<file path="config.mk">
export PLATFORM = sky130hd
export DESIGN_NAME = iso_crossing_depth_interpolator
export DESIGN_NICKNAME = d
export VERILOG_FILES = /design/src/rtl/idi_pkg.sv /design/src/rtl/iso_crossing_depth_interpolator.sv
export SDC_FILE = /design/constraint.sdc
export NUM_CORES = 1
export LEC_CHECK = 0
export BUFFER_PORTS_ARGS = -buffer_cell sky130_fd_sc_hd__clkbuf_2
export CAP_MARGIN = 20
export CORE_MARGIN = 8
export CORE_UTILIZATION = 41
export DETAILED_ROUTE_END_ITERATION = 16
export SLEW_MARGIN = 20
export SYNTH_ARGS = -nofsm -noshare
export SYNTH_HDL_FRONTEND = slang
export SYNTH_SLANG_ARGS = --single-unit
</file>
<file path="constraint.sdc">
create_clock -name i_clk -period 8.7 [get_ports i_clk]
set_clock_uncertainty 0.2 [all_clocks]
set_input_delay 0.87 -clock i_clk [delete_from_list [all_inputs] [get_ports i_clk]]
set_output_delay 0.87 -clock i_clk [all_outputs]
set_load 0.02 [all_outputs]
</file>
<file path="src/rtl/idi_pkg.sv">
// Package for the iso-crossing depth interpolator: default sizes, the
// reset base of the null depth, register indexes and the sequencer states.
// No dependencies.
`default_nettype none

package idi_pkg;

    localparam int IDI_VALUE_WIDTH   = 32;
    localparam int IDI_FRACTION_BITS = 12;
    localparam int IDI_NULL_BASE     = 99999;

    typedef enum logic [0:0] {
        REG_ISO_VALUE  = 1'b0,
        REG_NULL_VALUE = 1'b1
    } t_reg_idx;

    typedef enum logic [8:0] {
        S_IDLE  = 9'b000000001,
        S_EVAL  = 9'b000000010,
        S_ABS_A = 9'b000000100,
        S_ABS_D = 9'b000001000,
        S_ABS_B = 9'b000010000,
        S_MUL   = 9'b000100000,
        S_DIV   = 9'b001000000,
        S_FIN   = 9'b010000000,
        S_EMIT  = 9'b100000000
    } t_state;

endpackage

`default_nettype wire

</file>
<file path="src/rtl/iso_crossing_depth_interpolator.sv">
// Iso-surface crossing depth of one grid column by linear interpolation.
// Sequence: each sample is taken in idle and evaluated; a crossing sample then
// runs the absolute values, the shift-add multiply and restoring divide, both on
// one shared adder, one bit a cycle, and a final signed add. No new sample is taken
// until the last is through; a column end passes an emit state before the result shows.
// Reset: synchronous, active low; resets the sequencer, column state, config registers and output valid.
`default_nettype none

module iso_crossing_depth_interpolator
    import idi_pkg::*;
#(
    parameter int VALUE_WIDTH   = IDI_VALUE_WIDTH,
    parameter int FRACTION_BITS = IDI_FRACTION_BITS
) (
    input  wire logic                     i_clk,
    input  wire logic                     i_rst_n,
    // cfg write port
    input  wire logic                     i_cfg_we,
    input  wire logic                     i_cfg_addr,
    input  wire logic [VALUE_WIDTH-1:0]   i_cfg_wdata,
    // slave side
    input  wire logic                     s_axis_tvalid,
    output logic                          s_axis_tready,
    // tdata: prop_sample, depth_sample (low bits up), zero padded
    input  wire logic [((2*VALUE_WIDTH+7)/8)*8-1:0] s_axis_tdata,
    // tuser: segment_start
    input  wire logic                     s_axis_tuser,
    input  wire logic                     s_axis_tlast,
    // master side
    output logic                          m_axis_tvalid,
    input  wire logic                     m_axis_tready,
    // tdata: iso_depth, zero padded
    output logic [((VALUE_WIDTH+7)/8)*8-1:0] m_axis_tdata,
    // tuser: found
    output logic                          m_axis_tuser
);

    localparam int W      = VALUE_WIDTH;
    localparam int OUT_W  = ((VALUE_WIDTH+7)/8)*8;
    localparam int CNT_W  = $clog2(VALUE_WIDTH);
    localparam logic [W-1:0] NULL_RESET = W'(64'(IDI_NULL_BASE) << FRACTION_BITS);

    t_state         r_state, n_state;
    logic [W-1:0]   r_iso, n_iso;
    logic [W-1:0]   r_null, n_null;
    logic [W-1:0]   r_up, n_up;
    logic [W-1:0]   r_ud, n_ud;
    logic           r_have, n_have;
    logic           r_found, n_found;
    logic [W-1:0]   r_depth, n_depth;
    logic           r_out_valid, n_out_valid;
    logic [W-1:0]   r_out_depth, n_out_depth;
    logic           r_out_found, n_out_found;
    logic [W-1:0]   r_lp, n_lp;
    logic [W-1:0]   r_ld, n_ld;
    logic           r_seg, n_seg;
    logic           r_last, n_last;
    logic [W-1:0]   r_a, n_a;
    logic [W-1:0]   r_d, n_d;
    logic [W-1:0]   r_hi, n_hi;
    logic [W-1:0]   r_lo, n_lo;
    logic           r_neg, n_neg;
    logic [CNT_W-1:0] r_cnt, n_cnt;

    logic [W-1:0]   cmp_x, cmp_y;
    logic           cmp_lt;
    logic [W+1:0]   u_x, u_y, u_sum;
    logic           u_sub;
    logic [W:0]     acc;
    logic           in_range;
    logic           lp_lt_up;
    logic [W-1:0]   mn, mx;
    t_state         done_state;

    function automatic logic [W+1:0] sx(input logic [W-1:0] v);
        sx = {{2{v[W-1]}}, v};
    endfunction

    assign s_axis_tready = (r_state == S_IDLE);
    assign m_axis_tvalid = r_out_valid;
    assign m_axis_tdata  = OUT_W'(r_out_depth);
    assign m_axis_tuser  = r_out_found;

    assign lp_lt_up = $signed(r_lp) < $signed(r_up);
    assign mn       = lp_lt_up ? r_lp : r_up;
    assign mx       = lp_lt_up ? r_up : r_lp;
    assign in_range = !($signed(r_iso) < $signed(mn)) && !($signed(mx) < $signed(r_iso));
    assign cmp_lt   = $signed(cmp_x) < $signed(cmp_y);
    assign done_state = r_last ? S_EMIT : S_IDLE;

    // shared adder operand select
    always_comb begin
        cmp_x = r_iso;
        cmp_y = r_up;
        u_x   = '0;
        u_y   = '0;
        u_sub = 1'b0;
        case (r_state)
            S_ABS_A, S_ABS_D, S_ABS_B: begin
                if (r_state == S_ABS_A) begin
                    cmp_x = r_iso;
                    cmp_y = r_up;
                end else if (r_state == S_ABS_D) begin
                    cmp_x = r_lp;
                    cmp_y = r_up;
                end else begin
                    cmp_x = r_ld;
                    cmp_y = r_ud;
                end
                u_x   = cmp_lt ? sx(cmp_y) : sx(cmp_x);
                u_y   = cmp_lt ? sx(cmp_x) : sx(cmp_y);
                u_sub = 1'b1;
            end
            S_MUL: begin
                u_x = {2'b00, r_hi};
                u_y = {2'b00, r_a};
            end
            S_DIV: begin
                u_x   = {1'b0, r_hi, r_lo[W-1]};
                u_y   = {2'b00, r_d};
                u_sub = 1'b1;
            end
            S_FIN: begin
                u_x   = sx(r_ud);
                u_y   = {2'b00, r_lo};
                u_sub = r_neg;
            end
            default: begin
                u_sub = 1'b0;
            end
        endcase
    end

    assign u_sum = u_x + (u_y ^ {(W+2){u_sub}}) + (W+2)'(u_sub);
    assign acc   = r_lo[0] ? u_sum[W:0] : {1'b0, r_hi};

    always_comb begin
        n_state     = r_state;
        n_iso       = r_iso;
        n_null      = r_null;
        n_up        = r_up;
        n_ud        = r_ud;
        n_have      = r_have;
        n_found     = r_found;
        n_depth     = r_depth;
        n_out_valid = r_out_valid;
        n_out_depth = r_out_depth;
        n_out_found = r_out_found;
        n_lp        = r_lp;
        n_ld        = r_ld;
        n_seg       = r_seg;
        n_last      = r_last;
        n_a         = r_a;
        n_d         = r_d;
        n_hi        = r_hi;
        n_lo        = r_lo;
        n_neg       = r_neg;
        n_cnt       = r_cnt;

        if (i_cfg_we) begin
            case (t_reg_idx'(i_cfg_addr))
                REG_ISO_VALUE:  n_iso  = i_cfg_wdata;
                REG_NULL_VALUE: n_null = i_cfg_wdata;
                default:        n_iso  = r_iso;
            endcase
        end

        if (r_out_valid && m_axis_tready) begin
            n_out_valid = 1'b0;
        end

        case (r_state)
            S_IDLE: begin
                if (s_axis_tvalid) begin
                    n_lp    = s_axis_tdata[W-1:0];
                    n_ld    = s_axis_tdata[2*W-1:W];
                    n_seg   = s_axis_tuser;
                    n_last  = s_axis_tlast;
                    n_state = S_EVAL;
                end
            end
            S_EVAL: begin
                if (r_seg || !r_have) begin
                    n_up    = r_lp;
                    n_ud    = r_ld;
                    n_have  = 1'b1;
                    n_state = done_state;
                end else if (in_range) begin
                    n_state = r_found ? done_state : S_ABS_A;
                end else begin
                    n_up    = r_lp;
                    n_ud    = r_ld;
                    n_state = done_state;
                end
            end
            S_ABS_A: begin
                n_a     = u_sum[W-1:0];
                n_neg   = cmp_lt;
                n_state = S_ABS_D;
            end
            S_ABS_D: begin
                n_d     = u_sum[W-1:0];
                n_neg   = r_neg ^ cmp_lt;
                n_state = S_ABS_B;
            end
            S_ABS_B: begin
                n_neg = r_neg ^ cmp_lt;
                n_hi  = '0;
                n_lo  = u_sum[W-1:0];
                n_cnt = '0;
                if (r_a == '0 || u_sum[W-1:0] == '0) begin
                    n_lo    = '0;
                    n_state = S_FIN;
                end else begin
                    n_state = S_MUL;
                end
            end
            S_MUL: begin
                n_hi  = acc[W:1];
                n_lo  = {acc[0], r_lo[W-1:1]};
                n_cnt = r_cnt + 1'b1;
                if (r_cnt == CNT_W'(W-1)) begin
                    n_cnt   = '0;
                    n_state = S_DIV;
                end
            end
            S_DIV: begin
                n_hi  = u_sum[W+1] ? u_x[W-1:0] : u_sum[W-1:0];
                n_lo  = {r_lo[W-2:0], !u_sum[W+1]};
                n_cnt = r_cnt + 1'b1;
                if (r_cnt == CNT_W'(W-1)) begin
                    n_cnt   = '0;
                    n_state = S_FIN;
                end
            end
            S_FIN: begin
                n_depth = u_sum[W-1:0];
                n_found = 1'b1;
                n_state = done_state;
            end
            S_EMIT: begin
                if (!r_out_valid || m_axis_tready) begin
                    n_out_valid = 1'b1;
                    n_out_depth = r_found ? r_depth : r_null;
                    n_out_found = r_found;
                    n_have      = 1'b0;
                    n_found     = 1'b0;
                    n_depth     = '0;
                    n_state     = S_IDLE;
                end
            end
            default: begin
                n_state = S_IDLE;
            end
        endcase
    end

    always_ff @(posedge i_clk) begin
        if (!i_rst_n) begin
            r_state     <= S_IDLE;
            r_iso       <= '0;
            r_null      <= NULL_RESET;
            r_up        <= '0;
            r_ud        <= '0;
            r_have      <= 1'b0;
            r_found     <= 1'b0;
            r_depth     <= '0;
            r_out_valid <= 1'b0;
            r_cnt       <= '0;
        end else begin
            r_state     <= n_state;
            r_iso       <= n_iso;
            r_null      <= n_null;
            r_up        <= n_up;
            r_ud        <= n_ud;
            r_have      <= n_have;
            r_found     <= n_found;
            r_depth     <= n_depth;
            r_out_valid <= n_out_valid;
            r_cnt       <= n_cnt;
        end
    end

    always_ff @(posedge i_clk) begin
        r_out_depth <= n_out_depth;
        r_out_found <= n_out_found;
        r_lp        <= n_lp;
        r_ld        <= n_ld;
        r_seg       <= n_seg;
        r_last      <= n_last;
        r_a         <= n_a;
        r_d         <= n_d;
        r_hi        <= n_hi;
        r_lo        <= n_lo;
        r_neg       <= n_neg;
    end

endmodule

`default_nettype wire

</file>
==> reports/qor.txt <==
Vias in the first global route = 22000
Hold WC Path Type = in -> reg
Worst path buffer plus inverter count = 8
Rows = 90
TritonRoute pass-1 iters = 8
First-pass GRT wire length = 141000 um
MaxCap Viol Count = 0
Final ANT Viol Nets = 0
Crit Path Class = reg -> reg
GRT Total Usage = 0.264
Number of synthesized flops with an enable pin = 228
CP startpoint kind = flop
Status = finished, final reports clean
#FFs+latches synth = 405
Worst hold margin = 233 ps
Critical path depth = 36
Synth top area share = 0.272
Share of cells above drive strength 1 = 0.188
Fraction of registers with async set or reset after synthesis = 0
CP max stage cell = or4b_2
Clock share of power = 0.403
Internal = 3.69 mW
Final Max Slew Viols = 0
FF-to-FF path depth = 36
Detailed placement HPWL = 72800 um
Placed cells = 3832
Starting Density = 0.416
Tot Pwr = 5.21 mW
R2r setup slk = 210 ps
Multi-input combinational cell area = 13800 um2
Area leader, netlist = edfxtp_1
WHS Endpoint = r_ld[2]
Comb pwr share = 0.180
Reg-to-Reg End = r_state[5]
Tightest Pin Transition = 1080 ps
Die width = 264 um
Final cycle utilization of the critical path = 0.976
Sequential cell area = 10400 um2
Count of cell types in the netlist = 87
Worst setup EP type = flop
RR Startpoint = r_state[8]
Fmax = 0.118 GHz
Clk buf depth = 3
LEAKAGE = 12.0 nW
Top cells by area, synth = edfxtp_1 27%, dfxtp_1 14%, ha_1 7.9%
Worst Path Required = 9010 ps
Setup ws final = 208 ps
Die area = 69500 um2
Routability cong. = 0.944
Clk_lat worst skew = 610 ps
Final Cell Area = 30100 um2
CP top delay family = simple AND/OR/NAND/NOR gates
Core Box Area = 60500 um2
Post-synthesis instance area = 25100 um2
# DRC = 0
CP Data Arrival Time = 8800 ps
Crit path largest cell delay = 660 ps
Area grow syn2layout = 19.9%
Maximum vdd drop = 0.000158 V
Largest net degree at the start of global routing = 144
Most frequent cell after synthesis = nand2_1
Iter 0 DRT Violations = 3036
Slew margin rel. = 0.278
Via count = 23300
Sw Ratio = 0.292
Crit-path max FO = 42
Ys flop type = edfxtp_1
Post-synth top cells = 442 x nand2_1, 281 x o21ai_0, 228 x edfxtp_1
Min Tclk post-route = 8490 ps
WL final = 95900 um
Setup TNS = 0 ps
Die H = 264 um
Sequential element share of the synthesized area = 0.413
Initial antenna violation count = 1
H-tree Lvls = 2
Syn Nets = 3117
Hold Crit Depth = 1
Sw power = 1.52 mW
Port Buf Inserts = 138
Final setup vio count = 0
HP Start = s_axis_tdata[34]
Utilization after layout = 0.498
Mapped Cells = 2854
I/O Pins = 139
Mapped Avg Cell Area = 8.81 um2
Placed instance area = 28100 um2
Power Dens Cells = 173 nW/um2
FILL cells = 5771
Clock root cell = clkbuf_16
Via/cell ratio = 5.92
Total CTS buffers = 48
Routed len/inst = 24.4 um
Part of the power in registers = 0.417
Cell repeated most along the worst path = buf_4
TritonCTS clock tree = built
Final-stage net count = 3375
Clk sink count = 405
Overflow after GRT = 0
Reg clk slew, reported paths = 60 ps
Synthesis warning total = 0
Finished Layout Cells = 3935
Hold_buf cts = 0
Final hold violation count = 0
Setup WS pre-CTS = 85.1 ps
## cell usage in the layout, fill, tap and decap left out, drive strengths merged, types with 8 or more instances in the layout
master,synthesis,layout
nand2,442,442
o21ai,284,284
buf,27,262
edfxtp,228,228
clkbuf,167,205
dfxtp,177,177
a21oi,177,177
nor2,176,176
ha,158,158
nand3,128,128
inv,122,123
mux2i,90,90
a21boi,85,85
a222oi,83,83
xnor2,46,46
a21o,45,45
o22ai,36,36
mux2,35,35
a31oi,35,35
nand4,33,33
nor3,25,25
nand2b,18,18
nor2b,18,18
nor4,17,17
xor2,16,16
clkinv,0,16
a211oi,15,15
o21a,14,14
and2,14,14
a22oi,13,13
or3,12,12
and3,11,11
o211ai,10,10
o21bai,8,8
or4,8,8
## worst register-to-register path, delay by kind of cell (launching register included)
kind / cells / cell delay (ps)
DFF: 1 / 340
buffers and inverters: 8 / 1230
and+or+nand+nor: 12 / 3400
AOI/OAI and AO/OA: 13 / 2390
xor gates and xnor gates: 1 / 160
adders and majority gates: 2 / 700
## repair_timing
action | CTS | global route
setup buffers | 0 | 8
gates resized for setup | 0 | 59
setup endpoints to repair | 0 | 36
## routing by layer
metal	vias up	track usage	wire, um
met5	-	0	0
met4	0	0.0861	3190
met3	119	0.0464	7630
met2	986	0.394	41300
met1	11200	0.383	43800
li1	11000	-	-
## power by group through the flow
stage	Clock (mW)	Combinational, mW	Sequential, mW
4_1_cts	2.13	0.862	2.17
2_1_floorplan	0	0.531	2.17
5_1_grt	2.20	1.03	2.18
3_5_place_dp	0	0.859	2.21
6_report	2.10	0.939	2.18
3_3_place_gp	0	0.841	2.21
## cell type report
type / count / area share
clock inverter: 25 / 0.00934
antenna: 1 / 0.0000830
tap: 782 / 0.0325
clock buffer: 65 / 0.0457
sequential: 405 / 0.345
inverter: 122 / 0.0152
multi-input combinational: 2133 / 0.458
timing repair buffer: 402 / 0.0947
## cell families (layout without fill, tap and decap cells)
group | Yosys count | after routing | synth area share
and+or+nand+nor | 931 | 931 | 0.167
other | 0 | 1 | 0
adders and majority gates | 159 | 159 | 0.0794
AOI/OAI and AO/OA | 856 | 856 | 0.219
xor gates and xnor gates | 62 | 62 | 0.0219
DFF | 405 | 405 | 0.413
buffers and inverters | 316 | 614 | 0.0480
muxes | 125 | 125 | 0.0515
## worst max path at each step
stage	start	end	slack, ps
after floorplan	r_state[1]	r_state[5]	10
after global placement	r_state[8]	r_state[5]	140
after detailed placement	r_state[8]	r_state[5]	90
after CTS	r_state[8]	r_state[5]	8
after global routing	r_state[8]	r_state[5]	-40
final	r_state[8]	r_state[5]	210
Power figures use the tool's default switching activity.
